`config.mk`:
```
export PLATFORM = sky130hd
export DESIGN_NAME = zoned_adaptive_binarizer
export DESIGN_NICKNAME = d
export VERILOG_FILES = /design/src/rtl/core/zab_pkg.sv /design/src/rtl/core/zoned_adaptive_binarizer.sv
export SDC_FILE = /design/constraint.sdc
export NUM_CORES = 1
export LEC_CHECK = 0
export BUFFER_PORTS_ARGS = -buffer_cell sky130_fd_sc_hd__buf_2
export CAP_MARGIN = 15
export CORE_MARGIN = 2
export CORE_UTILIZATION = 38
export DETAILED_ROUTE_END_ITERATION = 7
export HOLD_SLACK_MARGIN = 0.12
export REMOVE_ABC_BUFFERS = 1
export SYNTH_ARGS = -nofsm -noshare
export SYNTH_HDL_FRONTEND = slang
export SYNTH_SLANG_ARGS = --single-unit
export TNS_END_PERCENT = 100
```
`constraint.sdc`:
```
create_clock -name clk -period 19.36 [get_ports clk]
set_clock_uncertainty 0.15 [all_clocks]
set_input_delay 3.872 -clock clk [delete_from_list [all_inputs] [get_ports clk]]
set_output_delay 3.872 -clock clk [all_outputs]
set_load 0.1 [all_outputs]
```
`src/rtl/core/zab_pkg.sv`:
```
// Shared types, geometry constants and codes for the zoned adaptive binarizer.
`default_nettype none

package zab_pkg;

  // Frame and zone grid geometry.
  localparam int FRAME_WIDTH  = 1280;
  localparam int FRAME_HEIGHT = 480;
  localparam int ZONES_ACROSS = 12;
  localparam int ZONES_DOWN   = 2;

  localparam int ZONE_COUNT = ZONES_ACROSS * ZONES_DOWN;
  localparam int ZONE_W     = FRAME_WIDTH / ZONES_ACROSS;
  localparam int ZONE_H     = (FRAME_HEIGHT / ZONES_DOWN) > 0 ? (FRAME_HEIGHT / ZONES_DOWN) : 1;

  // Index widths for the zone grid.
  localparam int ZONE_IDX_W = (ZONE_COUNT > 1) ? $clog2(ZONE_COUNT) : 1;
  localparam int COL_W      = (ZONES_ACROSS > 1) ? $clog2(ZONES_ACROSS) : 1;
  localparam int ROW_W      = (ZONES_DOWN > 1) ? $clog2(ZONES_DOWN) : 1;

  // Width of the signed coordinate arithmetic used for tag overlap tests.
  localparam int COORD_W = 16;

  // Number of zones that have a bit in the marks word.
  localparam int MARKS_W = 24;

  // Threshold ramp loaded at reset.
  localparam int RAMP_BASE = 10;
  localparam int RAMP_SPAN = 230;

  // Operation codes.
  localparam logic [2:0] OP_PIXEL = 3'd0;
  localparam logic [2:0] OP_MARK  = 3'd1;
  localparam logic [2:0] OP_CLEAR = 3'd2;
  localparam logic [2:0] OP_TICK  = 3'd3;
  localparam logic [2:0] OP_WRITE = 3'd4;
  localparam logic [2:0] OP_READ  = 3'd5;

  // Configuration register indexes.
  localparam logic [2:0] CFG_CYCLING_ENABLE    = 3'd0;
  localparam logic [2:0] CFG_INVERT_ENABLE     = 3'd1;
  localparam logic [2:0] CFG_MIRROR_HORIZONTAL = 3'd2;
  localparam logic [2:0] CFG_MIRROR_VERTICAL   = 3'd3;
  localparam logic [2:0] CFG_ZONE_PADDING      = 3'd4;
  localparam logic [2:0] CFG_CYCLE_MINIMUM     = 3'd5;
  localparam logic [2:0] CFG_CYCLE_MAXIMUM     = 3'd6;
  localparam logic [2:0] CFG_CYCLE_SPEED       = 3'd7;

  // One input item.
  typedef struct packed {
    logic [2:0]  op;
    logic [10:0] pixel_x;
    logic [8:0]  pixel_y;
    logic [7:0]  live_value;
    logic [7:0]  background_value;
    logic [10:0] tag_x;
    logic [8:0]  tag_y;
    logic [4:0]  zone_index;
    logic [7:0]  write_value;
  } in_item_t;

  // One result item.
  typedef struct packed {
    logic [7:0]  binary_pixel;
    logic [7:0]  difference;
    logic [7:0]  threshold_value;
    logic [23:0] zone_marks;
  } out_item_t;

  // Reset value of the threshold of zone i.
  function automatic logic [7:0] ramp_value(input int i);
    return 8'(RAMP_BASE + (i * RAMP_SPAN) / ZONE_COUNT);
  endfunction

endpackage

`default_nettype wire

```
`src/rtl/core/zoned_adaptive_binarizer.sv`:
```
// Top level of the zoned adaptive binarizer: zone thresholds, marks and result register.
`default_nettype none

// Channel  Direction  Handshake              Payload
// in       input      in_valid / in_ready    in_data  (zab_pkg::in_item_t)
// out      output     out_valid / out_ready  out_data (zab_pkg::out_item_t)
// cfg      input      cfg_valid / cfg_ready  cfg_index (3 bits), cfg_data (8 bits)
//
// Every item is worked out from the input ports and the zone state and lands in
// the result register at the edge that accepts it.
// One item per cycle is sustained while the output is not stalled; the result register is the only stage.
// A stalled output holds the result; a new item is taken in the same cycle the
// waiting result leaves. Reset loads the threshold ramp and clears all marks.
// Configuration writes are always taken.

module zoned_adaptive_binarizer (
  input  wire logic               clk,
  input  wire logic               rst_n,
  input  wire logic               in_valid,
  output logic                    in_ready,
  input  wire zab_pkg::in_item_t  in_data,
  output logic                    out_valid,
  input  wire logic               out_ready,
  output zab_pkg::out_item_t      out_data,
  input  wire logic               cfg_valid,
  output logic                    cfg_ready,
  input  wire logic [2:0]         cfg_index,
  input  wire logic [7:0]         cfg_data
);
  import zab_pkg::*;

  // Configuration registers.
  logic       cycling_en_r;
  logic       invert_en_r;
  logic       mirror_h_r;
  logic       mirror_v_r;
  logic [7:0] pad_r;
  logic [7:0] cyc_min_r;
  logic [7:0] cyc_max_r;
  logic [7:0] cyc_speed_r;

  // Zone state.
  logic [7:0]            thr_r   [ZONE_COUNT];
  logic [7:0]            thr_nxt [ZONE_COUNT];
  logic [ZONE_COUNT-1:0] occ_r;
  logic [ZONE_COUNT-1:0] occ_nxt;

  // Result register.
  logic      out_valid_r;
  out_item_t out_data_r;
  out_item_t out_data_nxt;

  logic in_fire;

  // Pixel path signals.
  logic [COL_W:0]          col_cnt;
  logic [ROW_W:0]          row_cnt;
  logic [ZONE_IDX_W-1:0]   pix_zone;
  logic [ZONE_IDX_W-1:0]   rd_idx;
  logic [7:0]              rd_thr;
  logic [7:0]              abs_diff;
  logic [7:0]              pix_diff;

  // Tag overlap signals.
  logic signed [COORD_W-1:0] tag_sx;
  logic signed [COORD_W-1:0] tag_sy;
  logic signed [COORD_W-1:0] pad_s;
  logic [ZONES_ACROSS-1:0]   col_hit;
  logic [ZONES_DOWN-1:0]     row_hit;

  assign cfg_ready = 1'b1;
  assign in_ready  = !out_valid_r || out_ready;
  assign in_fire   = in_valid && in_ready;
  assign out_valid = out_valid_r;
  assign out_data  = out_data_r;

  // Configuration writes.
  always_ff @(posedge clk) begin
    if (!rst_n) begin
      cycling_en_r <= 1'b0;
      invert_en_r  <= 1'b0;
      mirror_h_r   <= 1'b1;
      mirror_v_r   <= 1'b0;
      pad_r        <= 8'd0;
      cyc_min_r    <= 8'd0;
      cyc_max_r    <= 8'd255;
      cyc_speed_r  <= 8'd1;
    end else if (cfg_valid && cfg_ready) begin
      unique case (cfg_index)
        CFG_CYCLING_ENABLE:    cycling_en_r <= cfg_data[0];
        CFG_INVERT_ENABLE:     invert_en_r  <= cfg_data[0];
        CFG_MIRROR_HORIZONTAL: mirror_h_r   <= cfg_data[0];
        CFG_MIRROR_VERTICAL:   mirror_v_r   <= cfg_data[0];
        CFG_ZONE_PADDING:      pad_r        <= cfg_data;
        CFG_CYCLE_MINIMUM:     cyc_min_r    <= cfg_data;
        CFG_CYCLE_MAXIMUM:     cyc_max_r    <= cfg_data;
        CFG_CYCLE_SPEED:       cyc_speed_r  <= cfg_data;
        default: ;
      endcase
    end
  end

  // Pixel zone: count the zone boundaries at or left of / above the pixel.
  // The count stops at the last column and row, which clamps pixels past the grid.
  always_comb begin
    col_cnt = '0;
    for (int k = 1; k < ZONES_ACROSS; k++) begin
      if (COORD_W'(in_data.pixel_x) >= COORD_W'(k * ZONE_W)) begin
        col_cnt = col_cnt + 1'b1;
      end
    end
    row_cnt = '0;
    for (int k = 1; k < ZONES_DOWN; k++) begin
      if (COORD_W'(in_data.pixel_y) >= COORD_W'(k * ZONE_H)) begin
        row_cnt = row_cnt + 1'b1;
      end
    end
  end

  assign pix_zone = ZONE_IDX_W'(col_cnt) + ZONE_IDX_W'(row_cnt * ZONES_ACROSS);

  // Single threshold read port shared by the pixel and read operations.
  assign rd_idx = (in_data.op == OP_READ) ? ZONE_IDX_W'(in_data.zone_index) : pix_zone;
  assign rd_thr = (32'(rd_idx) < ZONE_COUNT) ? thr_r[rd_idx] : 8'd0;

  // Background difference with optional inversion.
  assign abs_diff = (in_data.live_value >= in_data.background_value) ?
                    (in_data.live_value - in_data.background_value) :
                    (in_data.background_value - in_data.live_value);
  assign pix_diff = invert_en_r ? (8'd255 - abs_diff) : abs_diff;

  // Tag position after optional mirroring, and the padded overlap per column and row.
  assign pad_s  = $signed(COORD_W'(pad_r));
  assign tag_sx = mirror_h_r ?
                  ($signed(COORD_W'(FRAME_WIDTH)) - $signed(COORD_W'(in_data.tag_x))) :
                  $signed(COORD_W'(in_data.tag_x));
  assign tag_sy = mirror_v_r ?
                  ($signed(COORD_W'(FRAME_HEIGHT)) - $signed(COORD_W'(in_data.tag_y))) :
                  $signed(COORD_W'(in_data.tag_y));

  always_comb begin
    for (int c = 0; c < ZONES_ACROSS; c++) begin
      col_hit[c] = (tag_sx + pad_s > $signed(COORD_W'(c * ZONE_W))) &&
                   (tag_sx - pad_s < $signed(COORD_W'((c + 1) * ZONE_W)));
    end
    for (int r = 0; r < ZONES_DOWN; r++) begin
      row_hit[r] = (tag_sy + pad_s > $signed(COORD_W'(r * ZONE_H))) &&
                   (tag_sy - pad_s < $signed(COORD_W'((r + 1) * ZONE_H)));
    end
  end

  // Next zone state for the accepted item.
  always_comb begin
    logic [8:0] sum;
    sum     = '0;
    thr_nxt = thr_r;
    occ_nxt = occ_r;
    if (in_fire) begin
      unique case (in_data.op)
        OP_MARK: begin
          if (cycling_en_r) begin
            for (int i = 0; i < ZONE_COUNT; i++) begin
              if (col_hit[i % ZONES_ACROSS] && row_hit[i / ZONES_ACROSS]) begin
                occ_nxt[i] = 1'b1;
              end
            end
          end
        end
        OP_CLEAR: begin
          if (cycling_en_r) begin
            occ_nxt = '0;
          end
        end
        OP_TICK: begin
          if (cycling_en_r) begin
            for (int i = 0; i < ZONE_COUNT; i++) begin
              sum = {1'b0, thr_r[i]} + {1'b0, cyc_speed_r};
              if (!occ_r[i]) begin
                thr_nxt[i] = (sum >= {1'b0, cyc_max_r}) ? cyc_min_r : sum[7:0];
              end
            end
          end
        end
        OP_WRITE: begin
          for (int i = 0; i < ZONE_COUNT; i++) begin
            if (32'(in_data.zone_index) == i) begin
              thr_nxt[i] = in_data.write_value;
            end
          end
        end
        default: ;
      endcase
    end
  end

  // Result item for the accepted item.
  always_comb begin
    out_data_nxt = '0;
    for (int i = 0; i < MARKS_W; i++) begin
      if (i < ZONE_COUNT) begin
        out_data_nxt.zone_marks[i] = occ_nxt[i];
      end
    end
    if (in_data.op == OP_PIXEL) begin
      out_data_nxt.difference      = pix_diff;
      out_data_nxt.threshold_value = rd_thr;
      out_data_nxt.binary_pixel    = (pix_diff <= rd_thr) ? 8'd0 : 8'd255;
    end else if (in_data.op == OP_READ) begin
      out_data_nxt.threshold_value = rd_thr;
    end
  end

  // Zone state registers.
  always_ff @(posedge clk) begin
    if (!rst_n) begin
      for (int i = 0; i < ZONE_COUNT; i++) begin
        thr_r[i] <= ramp_value(i);
      end
      occ_r <= '0;
    end else begin
      thr_r <= thr_nxt;
      occ_r <= occ_nxt;
    end
  end

  // Result register: loads on accept, empties when taken.
  always_ff @(posedge clk) begin
    if (!rst_n) begin
      out_valid_r <= 1'b0;
    end else if (in_fire) begin
      out_valid_r <= 1'b1;
    end else if (out_ready) begin
      out_valid_r <= 1'b0;
    end
  end

  always_ff @(posedge clk) begin
    if (in_fire) begin
      out_data_r <= out_data_nxt;
    end
  end

  // A binarized pixel is 0 or 255 and agrees with its difference and threshold.
  a_binary_consistent: assert property (@(posedge clk) disable iff (!rst_n)
    out_valid_r |-> ((out_data_r.binary_pixel == 8'd0) ==
                     (out_data_r.difference <= out_data_r.threshold_value)) &&
                    (out_data_r.binary_pixel == 8'd0 || out_data_r.binary_pixel == 8'd255))
    else $error("binary pixel disagrees with difference and threshold");

  // Only pixel items carry a difference.
  a_diff_pixel_only: assert property (@(posedge clk) disable iff (!rst_n)
    (in_fire && in_data.op != OP_PIXEL) |=> (out_data_r.difference == 8'd0))
    else $error("difference set for a non-pixel item");

  // A cycle tick never changes the zone marks.
  a_tick_keeps_marks: assert property (@(posedge clk) disable iff (!rst_n)
    (in_fire && in_data.op == OP_TICK) |=> (occ_r == $past(occ_r)))
    else $error("cycle tick changed zone marks");

  // Clearing with cycling enabled empties the marks.
  a_clear_empties: assert property (@(posedge clk) disable iff (!rst_n)
    (in_fire && in_data.op == OP_CLEAR && cycling_en_r) |=> (occ_r == '0))
    else $error("clear left zone marks set");

  // Marks only grow on a mark item.
  a_marks_grow_on_mark: assert property (@(posedge clk) disable iff (!rst_n)
    (in_fire && in_data.op != OP_MARK) |=> ((occ_r & ~$past(occ_r)) == '0))
    else $error("zone mark set outside a mark item");

endmodule

`default_nettype wire

```
==> flow_metrics.py <==
metrics = {
    "flow_run": {
        "drv_cap": 0,
    },
    "cells_and_area": {
        "final_cells": 4942,
        "layout.nets": 4411,
        "final_area_um2": 34280,
        "final_util_pct": 41.81,
        "layout-drive-gt1-share_pct": 8.525,
        "area_delta_synth_final_pct": 9.204,
    },
    "critical_path": {
        "cp.required_ps": 19500,
        "critPathArrivalTime_ps": 14950,
        "cp_max_fo": 64,
        "timing.rr.end": "out_data[8]$_DFFE_PP_",
        "startpoint": "in_data[67]",
        "slowest_stage": "buf_4",
        "reg2reg_depth": 14,
        "end_kind": "flop",
        "timing.rr.start": "mirror_h_r$_SDFFE_PN1P_",
        "cp-endpoint": "out_data[46]$_SDFFCE_PN0P_",
        "cp_common_cell": "ha_1",
        "r2r_setup_slack_ps": 13990,
        "max_stage_delay_ps": 720,
        "critPathLaunchType": "input pin",
        "critPathKind": "in -> reg",
    },
    "sta": {
        "tightest_slew_ps": 1241,
        "max_freq_mhz": 67.53,
        "period_share_pct": 76.48,
        "maxSlewViolCount": 0,
        "fin_tns_setup_ps": 0,
        "timing.final.crit_period_ps": 14810,
        "finalHoldViolCount": 0,
        "maxSlewHeadroom_pct": 17.05,
        "rsz0062_at_grt": "no",
        "setup_viol": 0,
    },
    "hold_path": {
        "hp-class": "reg -> reg",
    },
    "power": {
        "leakage_nw": 14.96,
        "power_frac_clock_pct": 25.2,
        "irDropWorstVdd_mv": 0.1326,
        "p_int_w": 0.001581,
        "p_comb_share_pct": 52.0,
        "power.net_switching_w": 0.001337,
        "sw_frac_of_total_pct": 45.82,
        "finalPower_w": 0.002918,
        "powerDensity_nw_per_um2": 85.13,
        "seqPwrFrac_pct": 22.8,
    },
    "yosys": {
        "synth_top_cells_by_area": "ha_1 18%, dfxtp_1 16%, a21oi_1 6.7%",
        "syn_inst": 3827,
        "netlist_area_um2": 31390,
        "yosys_warnings": 0,
        "synth_top_area_share_pct": 17.98,
        "ys_async_sr_fraction_pct": 0,
        "synth.most_common_cell": "ha_1",
        "synth-seq-cells": 294,
        "synth_edf_count": 41,
        "seq_area_frac_synth_pct": 20.06,
        "synth_cell_types": 97,
        "synth.avg_cell_area_um2": 8.202,
        "synth-main-ff-cell": "dfxtp_1",
        "synth_common_cells": "451 x ha_1, 421 x a21oi_1, 340 x nand2_1, 253 x dfxtp_1, 233 x nor2_1",
        "yosys.area.top_type": "ha_1",
    },
    "floorplanning": {
        "ios": 139,
        "core.rowCount": 105,
        "die_w_um": 291.4,
        "start_util_pct": 38.29,
        "die_area_um2": 84920,
        "coreArea_um2": 81980,
        "die_h_um": 291.4,
    },
    "grt": {
        "grt_usage_pct": 25.85,
        "grt_max_degree": 129,
        "antenna_found_initial": 0,
        "grt_pass1_wl_um": 170600,
        "grt_pass1_vias": 27810,
        "overflow": 0,
    },
    "placement": {
        "gpl.final_weighted_congestion": 0.8998,
        "place_inst": 4870,
        "placed_area_um2": 33000,
        "hpwlAfterDp_um": 74470,
        "io_buffer_count": 132,
    },
    "detailed_routing": {
        "drtIter0Drc": 2911,
        "vias": 29570,
        "wl_per_cell_um": 22.90,
        "via_per_inst": 5.984,
        "ant_nets": 0,
        "post-route-drc-count": 0,
        "dr.pass1.iters": 5,
        "wl_um": 113200,
    },
    "clocking": {
        "clk_pin_slew_ps": 60,
        "clockBufferDepth": 3,
        "clock_latency_ps": 590,
        "root_buffer": "clkbuf_16",
        "cts_tree": "built",
        "htree_levels": 2,
        "clkSinkCount": 294,
        "postCtsSetupBuffers": 0,
        "cts_hold_repair.buffers": 0,
        "cts_made_buffers": 39,
        "cts_resized": 0,
    },
    "run_status": {
        "status": "completed",
    },
}
[worst max-delay path, delay by kind of cell]
family	cells	cell delay, ps
compound gates	18	4350
fa+ha+maj	10	3040
simple gates	8	1320
mux	4	1180
buf+inv	5	1150
[worst min path at each step]
stage	from	to	slack [ps]	cells past startpoint
4_1_cts	cyc_min_r[5]$_SDFFE_PN0P_	cyc_min_r[5]$_SDFFE_PN0P_	310	2
6_report	cyc_min_r[5]$_SDFFE_PN0P_	cyc_min_r[5]$_SDFFE_PN0P_	310	2
3_3_place_gp	cyc_min_r[5]$_SDFFE_PN0P_	cyc_min_r[5]$_SDFFE_PN0P_	290	2
5_1_grt	cyc_min_r[5]$_SDFFE_PN0P_	cyc_min_r[5]$_SDFFE_PN0P_	330	2
2_1_floorplan	occ_r[12]$_SDFF_PN0_	occ_r[12]$_SDFF_PN0_	290	2
3_5_place_dp	cyc_min_r[5]$_SDFFE_PN0P_	cyc_min_r[5]$_SDFFE_PN0P_	300	2
[power groups by stage]
stage	Clock (W)	Combinational (W)	Sequential [W]
final	0.000735	0.00152	0.000666
after global routing	0.000764	0.00161	0.000668
after CTS	0.000741	0.00149	0.000666
after detailed placement	0	0.00148	0.000679
after global placement	0	0.00148	0.000678
after floorplan	0	0.000904	0.000801
[cells in the final DEF (no fill, tap or decap), drive strengths merged, types with 58 or more instances in the layout]
cell | Yosys | routed
xnor2 | 190 | 190
mux2i | 198 | 198
buf | 40 | 180
a211o | 58 | 58
nor2b | 79 | 79
o21bai | 83 | 83
and2 | 70 | 70
a21oi | 423 | 423
o21ai | 145 | 145
inv | 188 | 191
dfxtp | 253 | 253
nor2 | 234 | 234
nand2 | 340 | 340
a211oi | 205 | 205
a21o | 78 | 78
ha | 451 | 451
[final cells by class]
type / instances / area, um2
clock buffers: 50 / 1099
clock inverters: 20 / 165.2
diodes: 1 / 2.502
well taps: 1070 / 1339
repair buffers: 180 / 1036
fillers: 8270 / 47700
inverters: 188 / 710.7
flip-flops and latches: 294 / 6310
multi-input cells: 3139 / 23620
[routing by layer]
| metal | share of wire, % | global-route usage [%] |
|---|---|---|
| met4 | 4.3 | 10.15 |
| met3 | 7.1 | 3.031 |
| met2 | 44 | 40.51 |
| met1 | 45 | 36.10 |
| met5 | 0 | 0 |
[registers in the layout (all words and copies together) (netlist names)]
name,cells
thr_r,192
out_data,41
occ_r,24
cyc_max_r,8
cyc_min_r,8
cyc_speed_r,8
pad_r,8
cycling_en_r,1
invert_en_r,1
mirror_h_r,1
mirror_v_r,1
out_valid,1
[per-stage QoR]
stage	hold slack (ps)	worst slack, ps
floorplan	293.4	4852
global placement	294.2	4198
detailed placement	299.0	4133
CTS	307.1	4690
global route	331.7	3998
finish	305.2	4553
[kinds of logic after synthesis]
logic type               count (synthesis)  share of synthesized area, %
AO/OA/AOI/OAI                         1247                         26.30
XOR/XNOR                               229                         6.585
adder cells (fa/ha/maj)                481                         19.89
buffers and inverters                  394                         4.959
flip-flops                             294                         20.06
multiplexers                           228                         7.709
other                                    1                       0.01195
AND/OR/NAND/NOR                        953                         14.48
(Power assumes the default switching activity.)
